### config.mk
export PLATFORM = sky130hd
export DESIGN_NAME = wrr_ctrl
export DESIGN_NICKNAME = d
export VERILOG_FILES = /design/src/hdl/weighted_round_robin_class_queues_assert.svh /design/src/hdl/wrr_pkg.sv /design/src/hdl/wrr_ctrl.sv
export SDC_FILE = /design/constraint.sdc
export NUM_CORES = 1
export LEC_CHECK = 0
export BUFFER_PORTS_ARGS = -buffer_cell sky130_fd_sc_hd__buf_2
export CAP_MARGIN = 30
export CORE_AREA = 2 2 39 41
export CTS_CLUSTER_DIAMETER = 60
export CTS_CLUSTER_SIZE = 40
export DETAILED_ROUTE_END_ITERATION = 8
export DIE_AREA = 0 0 41 43
export SYNTH_ARGS = -nofsm -noshare
export SYNTH_HDL_FRONTEND = slang
export SYNTH_SLANG_ARGS = --single-unit
### constraint.sdc
create_clock -name clk -period 1.2 [get_ports clk]
set_input_delay 0.06 -clock clk [delete_from_list [all_inputs] [get_ports clk]]
set_output_delay 0.06 -clock clk [all_outputs]
set_load 0.01 [all_outputs]
### src/hdl/weighted_round_robin_class_queues_assert.svh
// ---------------------------------------------------------------------------
// Assertion macros for the weighted round robin class queues
// Implication and next-cycle implication checks, clocked and reset-disabled.
// ---------------------------------------------------------------------------
`ifndef WEIGHTED_ROUND_ROBIN_CLASS_QUEUES_ASSERT_SVH
`define WEIGHTED_ROUND_ROBIN_CLASS_QUEUES_ASSERT_SVH

// same-cycle implication
`define WRR_ASSERT_IMP(label, clk, rst_n, ante, cons) \
	label: assert property (@(posedge clk) disable iff (!rst_n) (ante) |-> (cons)) \
		else $error("wrr assertion failed: same-cycle implication");

// next-cycle implication
`define WRR_ASSERT_NXT(label, clk, rst_n, ante, cons) \
	label: assert property (@(posedge clk) disable iff (!rst_n) (ante) |=> (cons)) \
		else $error("wrr assertion failed: next-cycle implication");

`endif

### src/hdl/wrr_pkg.sv
// ---------------------------------------------------------------------------
// wrr_pkg
// Shared types and codes of the weighted round robin class queues.
// ---------------------------------------------------------------------------
package wrr_pkg;

	// field widths
	localparam int ACCT_W    = 31;
	localparam int OPS_W     = 16;
	localparam int CLS_IN_W  = 3;
	localparam int STATUS_W  = 3;
	localparam int TIME_W    = 24;
	localparam int WAIT_W    = 9;
	localparam int REG_W     = 8;
	localparam int CFG_IDX_W = 3;
	localparam int IN_DATA_W  = 56;
	localparam int OUT_DATA_W = 88;

	// number of programmable class weights
	localparam int WEIGHT_REGS = 5;

	// result status codes
	localparam logic [STATUS_W-1:0] ST_ENQ   = 3'd0;
	localparam logic [STATUS_W-1:0] ST_DEQ   = 3'd1;
	localparam logic [STATUS_W-1:0] ST_BAD   = 3'd2;
	localparam logic [STATUS_W-1:0] ST_EMPTY = 3'd3;
	localparam logic [STATUS_W-1:0] ST_FULL  = 3'd4;

	// register indexes
	localparam logic [CFG_IDX_W-1:0] CFG_WEIGHT1   = 3'd0;
	localparam logic [CFG_IDX_W-1:0] CFG_WEIGHT2   = 3'd1;
	localparam logic [CFG_IDX_W-1:0] CFG_WEIGHT3   = 3'd2;
	localparam logic [CFG_IDX_W-1:0] CFG_WEIGHT4   = 3'd3;
	localparam logic [CFG_IDX_W-1:0] CFG_WEIGHT5   = 3'd4;
	localparam logic [CFG_IDX_W-1:0] CFG_TIME_UNIT = 3'd5;

	// function codes
	localparam logic FUNC_ENQ = 1'b0;
	localparam logic FUNC_DEQ = 1'b1;

	// controller to datapath commands
	typedef struct packed {
		logic accept;   // latch the incoming item
		logic exec;     // update queues, credits, issue store access
		logic emit;     // load the result register
	} cmd_t;

	// datapath to controller status
	typedef struct packed {
		logic out_free; // result register can take a new item
	} stat_t;

endpackage

### src/hdl/wrr_ctrl.sv
// ---------------------------------------------------------------------------
// wrr_ctrl
// Sequencer: accept, execute, emit; overlaps the next accept with emit.
// ---------------------------------------------------------------------------
module wrr_ctrl (
	input  logic           clk,
	input  logic           arst_n,
	input  logic           in_valid,
	output logic           in_ready,
	input  wrr_pkg::stat_t stat,
	output wrr_pkg::cmd_t  cmd
);

	typedef enum logic [2:0] {
		S_IDLE = 3'b001,
		S_EXEC = 3'b010,
		S_EMIT = 3'b100
	} state_t;

	state_t state_q, state_d;

	// next state and commands
	always_comb begin
		state_d    = state_q;
		in_ready   = 1'b0;
		cmd.accept = 1'b0;
		cmd.exec   = 1'b0;
		cmd.emit   = 1'b0;
		case (state_q)
			S_IDLE: begin
				in_ready = 1'b1;
				if (in_valid) begin
					cmd.accept = 1'b1;
					state_d    = S_EXEC;
				end
			end
			S_EXEC: begin
				cmd.exec = 1'b1;
				state_d  = S_EMIT;
			end
			S_EMIT: begin
				// hold until the result slot drains
				if (stat.out_free) begin
					cmd.emit = 1'b1;
					in_ready = 1'b1;
					if (in_valid) begin
						cmd.accept = 1'b1;
						state_d    = S_EXEC;
					end else begin
						state_d = S_IDLE;
					end
				end
			end
			default: state_d = S_IDLE;
		endcase
	end

	always_ff @(posedge clk or negedge arst_n) begin
		if (!arst_n) begin
			state_q <= S_IDLE;
		end else begin
			state_q <= state_d;
		end
	end

endmodule

Yosys cells after proc, flatten, opt, wreduce, memory -nomap -nowiden
Index checks and enable logic that the tools add are counted.
W data, S select, Z words.
- flip-flop bits (word level): 3
- output and inout port bits: 4
- equal/unequal tests: 5
- multiplexer cells: 11
- reduce and logical (&&, ||, !) cells: 1
- operators by type and width (kind ; number):
    $pmux W3 S3 ; 1
    $mux W3 ; 2
    $mux W1 ; 5
    $ne A2 B2 Y1 const B ; 2
    $pmux W1 S2 ; 2
    $eq A3 B1 Y1 const B ; 1
    $eq A3 B2 Y1 const B ; 1
    $eq A3 B3 Y1 const B ; 1
    $mux W2 ; 1
    $reduce_and A2 Y1 ; 1

Longest topological paths before layout
Gate-level depths: netlist (run 1).
- depth after elaboration: 3
- mapped depth: 3
- depth with buffers taken out: 3

Worst setup path before layout (run 1)
OpenSTA, ideal clock, no wires.
- kind: register -> output
- from: reg state_q[0]
- to: out cmd[2] (netlist bit)
- arrival: 0.965 ns
- data required time: 1.140 ns
- setup slack: 0.175 ns
- stages on the path, launching flop included: 3
- path buffers: 0
- path through: dfstp_2 -> mux2i_1 -> nor3b_1
- RTL lines (element ; RTL line ; text):
    from (decl) ; wrr_ctrl.sv:20 ; state_t state_q, state_d;
    from (signal assigned) ; wrr_ctrl.sv:62 ; state_q <= state_d;
    to (decl) ; wrr_ctrl.sv:11 ; output wrr_pkg::cmd_t cmd

==> flow_metrics.py, run 1 <==
metrics = {
    "status": {
        "outcome": "finished, violations left",
        "violations": "negative setup slack",
    },
    "clock_network": {
        "tritoncts": "yes",
        "cts_root_buf": "clkbuf_4",
        "htreeDepth": 1,
        "cts_buffers": 3,
        "ctsLongestPathBuffers": 2,
        "clkTransAtPathRegs_ns": 0.04,
        "clock-sinks": 3,
        "clkLatencyLatePin_ns": 0.23,
    },
    "detailed_routing": {
        "first_pass_iters": 1,
        "avgViaCountPerCell": 4.00,
        "finalWirelength_um": 488,
        "drt-wirelength-per-cell_um": 10.6,
        "drt_iter0_drc": 0,
        "route.vias.total": 184,
        "ant_nets": 0,
        "drc": 0,
    },
    "yosys": {
        "syn_inst": 17,
        "ys_types": 13,
        "syn_avg_cell_area_um2": 10.5,
        "seq_area_frac_synth_pct": 43.0,
        "netlist_area_um2": 178,
        "yosys_warnings": 0,
        "synth_nets": 21,
        "ys_ff_latch": 3,
    },
    "floorplan": {
        "io_pins": 8,
        "dieArea_um2": 1760,
        "die_x_um": 41,
        "rows": 14,
        "start_util_pct": 12.8,
        "die_h_um": 43,
        "core_um2": 1380,
    },
    "job": {
        "max-cap-violations": 0,
    },
    "final_layout": {
        "final_common_cell": "buf_2",
        "largest_register_ffs": 3,
        "largest-register": "state_q",
        "fin_nets": 35,
        "final_cell_mix": "6 x buf_2, 3 x clkbuf_4, 2 x dfrtp_2",
        "top_regs": "state_q: 3 flops",
        "layout.cells.non_filler": 46,
        "multiInputGateArea_um2": 115,
        "fillers": 157,
        "final_cell_area_um2": 299,
        "antennaDiodeCount": 0,
        "area.growth.synth_to_final_pct": 68.3,
        "drive_gt1_share_pct": 66.7,
        "seq_area_um2": 78.8,
    },
    "sta": {
        "fmax_mhz": 743,
        "grt_setup_unrepaired": "true",
        "worst_pin_slew_ns": 0.284,
        "finalSetupViolCount": 3,
        "drv_slew": 0,
        "period_share_pct": 112,
        "slew_headroom_pct": 80.8,
        "min_period_ns": 1.35,
        "hold_viol_final": 0,
        "finClkSkew_ns": 0.000595,
        "setup_ws_ns": -0.145,
    },
    "global_routing": {
        "grt_max_degree": 9,
        "grt_pass1_vias": 171,
        "track_usage_pct": 6.62,
        "grt_overflow": 0,
        "antenna_found_initial": 0,
        "grt_first_pass_wirelength_um": 703,
    },
    "setup_path": {
        "startpoint_type": "flop",
        "crit_required_ns": 1.14,
        "crit_arrival_ns": 1.29,
        "worstPathMaxFanout": 3,
        "endpoint_kind": "output pin",
        "path_class": "reg -> out",
    },
    "power": {
        "intPower_mw": 0.417,
        "combPwrFrac_pct": 40.5,
        "p_clk_share_pct": 27.1,
        "pwr_density_cell_nw_per_um2": 2170,
        "p_leak_nw": 0.126,
        "net-switching-power_mw": 0.232,
        "peakVddDrop_v": 0.000586,
        "swShare_pct": 35.8,
        "power_frac_seq_pct": 32.4,
    },
    "placed_design": {
        "port-buffer-count": 7,
        "placed_area_um2": 240,
        "dpl.cell_count": 41,
        "pre_cts_slack_ns": 0.105,
        "routabilityCongestion": 0.631,
    },
    "min_path": {
        "hp-class": "in -> reg",
    },
}
==> worst max-delay path, cell delays in order (launching register included) <==
cell and delay [ns]:
dfstp_2 0.55, nor2b_2 0.05, mux2i_2 0.22, nor3b_2 0.08, buf_2 0.14
==> cell type report <==
cell class,count,area share [%]
well taps,16,6.69
flip-flops and latches,3,26.4
clock buffers,4,8.79
repair buffers,9,19.7
multi-input cells,14,38.5
==> cells by family after synthesis <==
logic type         synth area share (%)
and+or+nand+nor                    48.6
muxes                              5.63
DFF                                43.0
AOI/OAI and AO/OA                  2.81
==> repair_timing <==
action / 4_1_cts / 5_1_grt
setup buffers: 0 / 0
hold buffers: 1 / 0
endpoints found under the setup margin: 3 / 4
hold endpoints to repair: 3 / 0
pin swaps: 1 / 2
resized for setup: 1 / 6
==> power by group through the flow <==
stage	registers [mW]	logic [mW]	clock network, mW
after floorplan	0.191	0.133	0
after global placement	0.194	0.226	0
after detailed placement	0.196	0.230	0
after CTS	0.195	0.237	0.189
after global routing	0.222	0.288	0.203
final	0.210	0.263	0.176
==> per-stage QoR <==
step                power [mW]  hold WS, ns  util [%]  TNS [ns]
floorplan                0.324       -0.236         -         0
global placement         0.420       -0.144      17.4         0
detailed placement       0.426       -0.141      17.4         0
CTS                      0.622        0.116      20.4    -0.288
global route             0.712        0.122      21.6    -0.527
finish                   0.649        0.118      21.6    -0.276
==> metal layers <==
metal / share of wire (%) / GRT usage (%)
met1: 33 / 5.77
met2: 57 / 9.06
met3: 9.0 / 6.81
met4: 0 / 4.00
met5: 0 / 0
==> cells in the mapped netlist <==
library cell / instances / area [µm²]
and4bb_2: 1 / 12.5
or3b_1: 1 / 8.76
dfstp_2: 1 / 26.3
nand2b_1: 1 / 6.26
mux2i_1: 1 / 10.0
nor2b_1: 2 / 12.5
nor3b_1: 2 / 15.0
nor3_1: 1 / 5.00
nor2_1: 2 / 7.51
and3b_2: 1 / 10.0
dfrtp_1: 2 / 50.1
nor4b_1: 1 / 8.76
a21oi_1: 1 / 5.00
==> path summary, 6_finish.rpt <==
check / from / end / slack, ns / cells after the start
min reg2reg: state_q[1] / state_q[1] / 0.54 / 1
max reg2reg: state_q[1] / state_q[2] / 0.14 / 2
min in group asynchronous: arst_n / state_q[1] / 0.15 / 2
max in group asynchronous: arst_n / state_q[0] / 0.85 / 2
max: state_q[0] / cmd[2] / -0.15 / 4
min: stat / state_q[2] / 0.12 / 3
Power figures use the tool's default switching activity.
==> inputs of run 2 (changes only) <==
--- a/config.mk
+++ b/config.mk
@@ -5,6 +5,7 @@
 export SDC_FILE = /design/constraint.sdc
 export NUM_CORES = 1
 export LEC_CHECK = 0
+export ABC_AREA = 1
 export BUFFER_PORTS_ARGS = -buffer_cell sky130_fd_sc_hd__buf_2
 export CAP_MARGIN = 30
 export CORE_AREA = 2 2 39 41
==> flow_metrics.py, run 2 <==
metrics = {
    "status": {
        "outcome": "finished, violations left",
        "violations": "negative setup slack",
    },
    "sta": {
        "hold_viol_final": 0,
        "worst_pin_slew_ns": 0.131,
        "slew_headroom_pct": 91.1,
        "setup_ws_ns": -0.0657,
        "period_share_pct": 105,
        "tns_ns": -0.0968,
        "drv_slew": 0,
        "fmax_mhz": 790,
        "min_period_ns": 1.27,
        "finClkSkew_ns": 0.00302,
        "whs_ns": 0.0553,
        "grt_setup_unrepaired": "true",
        "finalSetupViolCount": 2,
    },
    "setup_path": {
        "reg2reg_from": "state_q[0]",
        "r2r_slack_ns": 0.14,
        "endpoint_kind": "output pin",
        "path_cells": "nor2_2 > nand2_2 > o21ai_2 > and2_1 > buf_2",
        "critPathLaunch": "state_q[0]",
        "timing.rr.end": "state_q[0]",
        "cpMaxStageDelayCell": "dfstp_2",
        "crit_required_ns": 1.14,
        "path_class": "reg -> out",
        "crit_arrival_ns": 1.21,
        "worstPathMaxFanout": 3,
        "worst_r2r_path_depth": 7,
        "cpPeakStageDelay_ns": 0.55,
        "startpoint_type": "flop",
    },
    "floorplan": {
        "die_h_um": 43,
        "core_um2": 1380,
        "die_x_um": 41,
        "io_pins": 8,
        "rows": 14,
        "dieArea_um2": 1760,
        "start_util_pct": 11.9,
    },
    "clock_network": {
        "htreeDepth": 1,
        "ctsLongestPathBuffers": 2,
        "clkTransAtPathRegs_ns": 0.04,
        "tritoncts": "yes",
        "clkLatencyLatePin_ns": 0.23,
        "cts_buffers": 3,
        "clock-sinks": 3,
        "cts_root_buf": "clkbuf_4",
    },
    "yosys": {
        "yosys_warnings": 0,
        "synth_ff_type": "dfrtp_1",
        "synth_top_family_by_area": "simple AND/OR/NAND/NOR gates",
        "synth_nets": 26,
        "syn_avg_cell_area_um2": 7.51,
        "synth_xor_area_share_pct": 0,
        "seq_area_frac_synth_pct": 46.2,
        "yosys-top-cells-count": "4 x inv_1, 4 x nand2_1, 4 x nor2_1, 2 x and2_1, 2 x dfrtp_1",
        "synthMuxAreaShare_pct": 0,
        "ys_ff_latch": 3,
        "synth-edff-count": 0,
        "synth_compound_area_share_pct": 8.33,
        "async_flop_share_pct": 100,
        "netlist.area_leader.share_pct": 30.3,
        "yosys.area.top_type": "dfrtp_1",
        "synthSimpleGateAreaFrac_pct": 36.4,
        "synth.area.top_cells": "dfrtp_1 30%, dfstp_2 16%, inv_1 9.1%",
        "syn_inst": 22,
        "netlist_area_um2": 165,
        "synth_fa_ha_area_share_pct": 0,
        "ys_types": 11,
    },
    "global_routing": {
        "grt_overflow": 0,
        "track_usage_pct": 5.64,
        "antenna_found_initial": 0,
        "grt_first_pass_wirelength_um": 552,
        "grt_max_degree": 5,
        "grt_pass1_vias": 172,
    },
    "placed_design": {
        "dp_hpwl_um": 257,
        "dpl.cell_count": 45,
        "placed_area_um2": 220,
        "routabilityCongestion": 0.660,
        "port-buffer-count": 7,
    },
    "detailed_routing": {
        "drc": 0,
        "drt-wirelength-per-cell_um": 6.67,
        "ant_nets": 0,
        "finalWirelength_um": 347,
        "route.vias.total": 180,
        "drt_iter0_drc": 0,
        "avgViaCountPerCell": 3.46,
        "first_pass_iters": 1,
    },
    "min_path": {
        "holdPathEnd": "state_q[0]",
        "hp-class": "in -> reg",
        "holdPathStages": 4,
        "hold_start": "in_valid",
    },
    "final_layout": {
        "antennaDiodeCount": 0,
        "final_core_util_pct": 20.0,
        "final_common_cell": "buf_2",
        "top_regs": "state_q: 3 flops",
        "fillers": 163,
        "layout.cells.non_filler": 52,
        "area.growth.synth_to_final_pct": 67.4,
        "fin_nets": 41,
        "largest_register_ffs": 3,
        "largest-register": "state_q",
        "final_cell_area_um2": 277,
        "final_cell_mix": "7 x buf_2, 4 x nor2_1, 4 x nand2_1, 4 x inv_1, 3 x clkbuf_4",
        "drive_gt1_share_pct": 47.2,
    },
    "power": {
        "pwr_density_cell_nw_per_um2": 2170,
        "p_leak_nw": 0.156,
        "peakVddDrop_v": 0.000383,
    },
    "job": {
        "max-cap-violations": 0,
    },
}
==> run 2: cell count changes after synthesis, moves of 2 or more <==
cell	previous run	this run
and2_1	0	2
nor2b_1	2	0
inv_1	0	4
nand2_1	0	4
nor3b_1	2	0
nor2_1	2	4
==> run 2: report_power, final <==
group / switching [mW] / total [mW] / leakage [nW] / internal (mW)
sequential: 0.0348 / 0.185 / 0.0371 / 0.150
combinational: 0.126 / 0.241 / 0.104 / 0.115
clock: 0.0513 / 0.176 / 0.0150 / 0.125
==> run 2: through the flow <==
step,setup slack [ns],power (mW)
2_1_floorplan,0.214,0.331
3_3_place_gp,0.154,0.399
3_5_place_dp,0.145,0.401
4_1_cts,-0.0836,0.610
5_1_grt,-0.122,0.655
6_report,-0.0657,0.601
==> run 2: worst max-delay path, delay by kind of cell (launching register included) <==
family	cells	cell delay (ns)
buf+inv	1	0.13
compound gates	1	0.06
simple gates	3	0.25
flops	1	0.55
==> run 2: worst max-delay path by stage <==
stage / to / slack, ns / depth (start not counted)
final: cmd[2] / -0.07 / 5
after detailed placement: cmd[2] / 0.14 / 5
after CTS: cmd[2] / -0.08 / 5
after floorplan: cmd[2] / 0.21 / 3
after global placement: cmd[2] / 0.15 / 5
after global routing: cmd[2] / -0.12 / 5
==> run 2: cell families after synthesis <==
logic type | count (synthesis)
and+or+nand+nor | 13
buffers and inverters | 4
DFF | 3
AOI/OAI and AO/OA | 2
==> run 2: layout make-up <==
class | instances | area, µm² | area share (%)
clock buffers | 4 | 26.3 | 9.50
well taps | 16 | 20.0 | 7.24
inverters | 4 | 15.0 | 5.43
flip-flops and latches | 3 | 76.3 | 27.6
repair buffers | 10 | 60.1 | 21.7
multi-input cells | 15 | 78.8 | 28.5
==> run 2: routing by layer <==
layer / global-route usage [%] / vias to the layer above / routed length (µm)
met3: 3.14 / 0 / 11
li1: - / 94 / -
met4: 10.0 / 0 / 0
met1: 3.90 / 84 / 110
met2: 7.19 / 2 / 225
met5: 0 / - / 0
==> run 2: timing repair <==
action,4_1_cts,5_1_grt
endpoints found under the hold margin,3,0
pin swaps,0,0
resized for setup,1,0
setup endpoints to repair,1,3
cloned,0,0
hold buffers,1,0
setup buffers,1,1
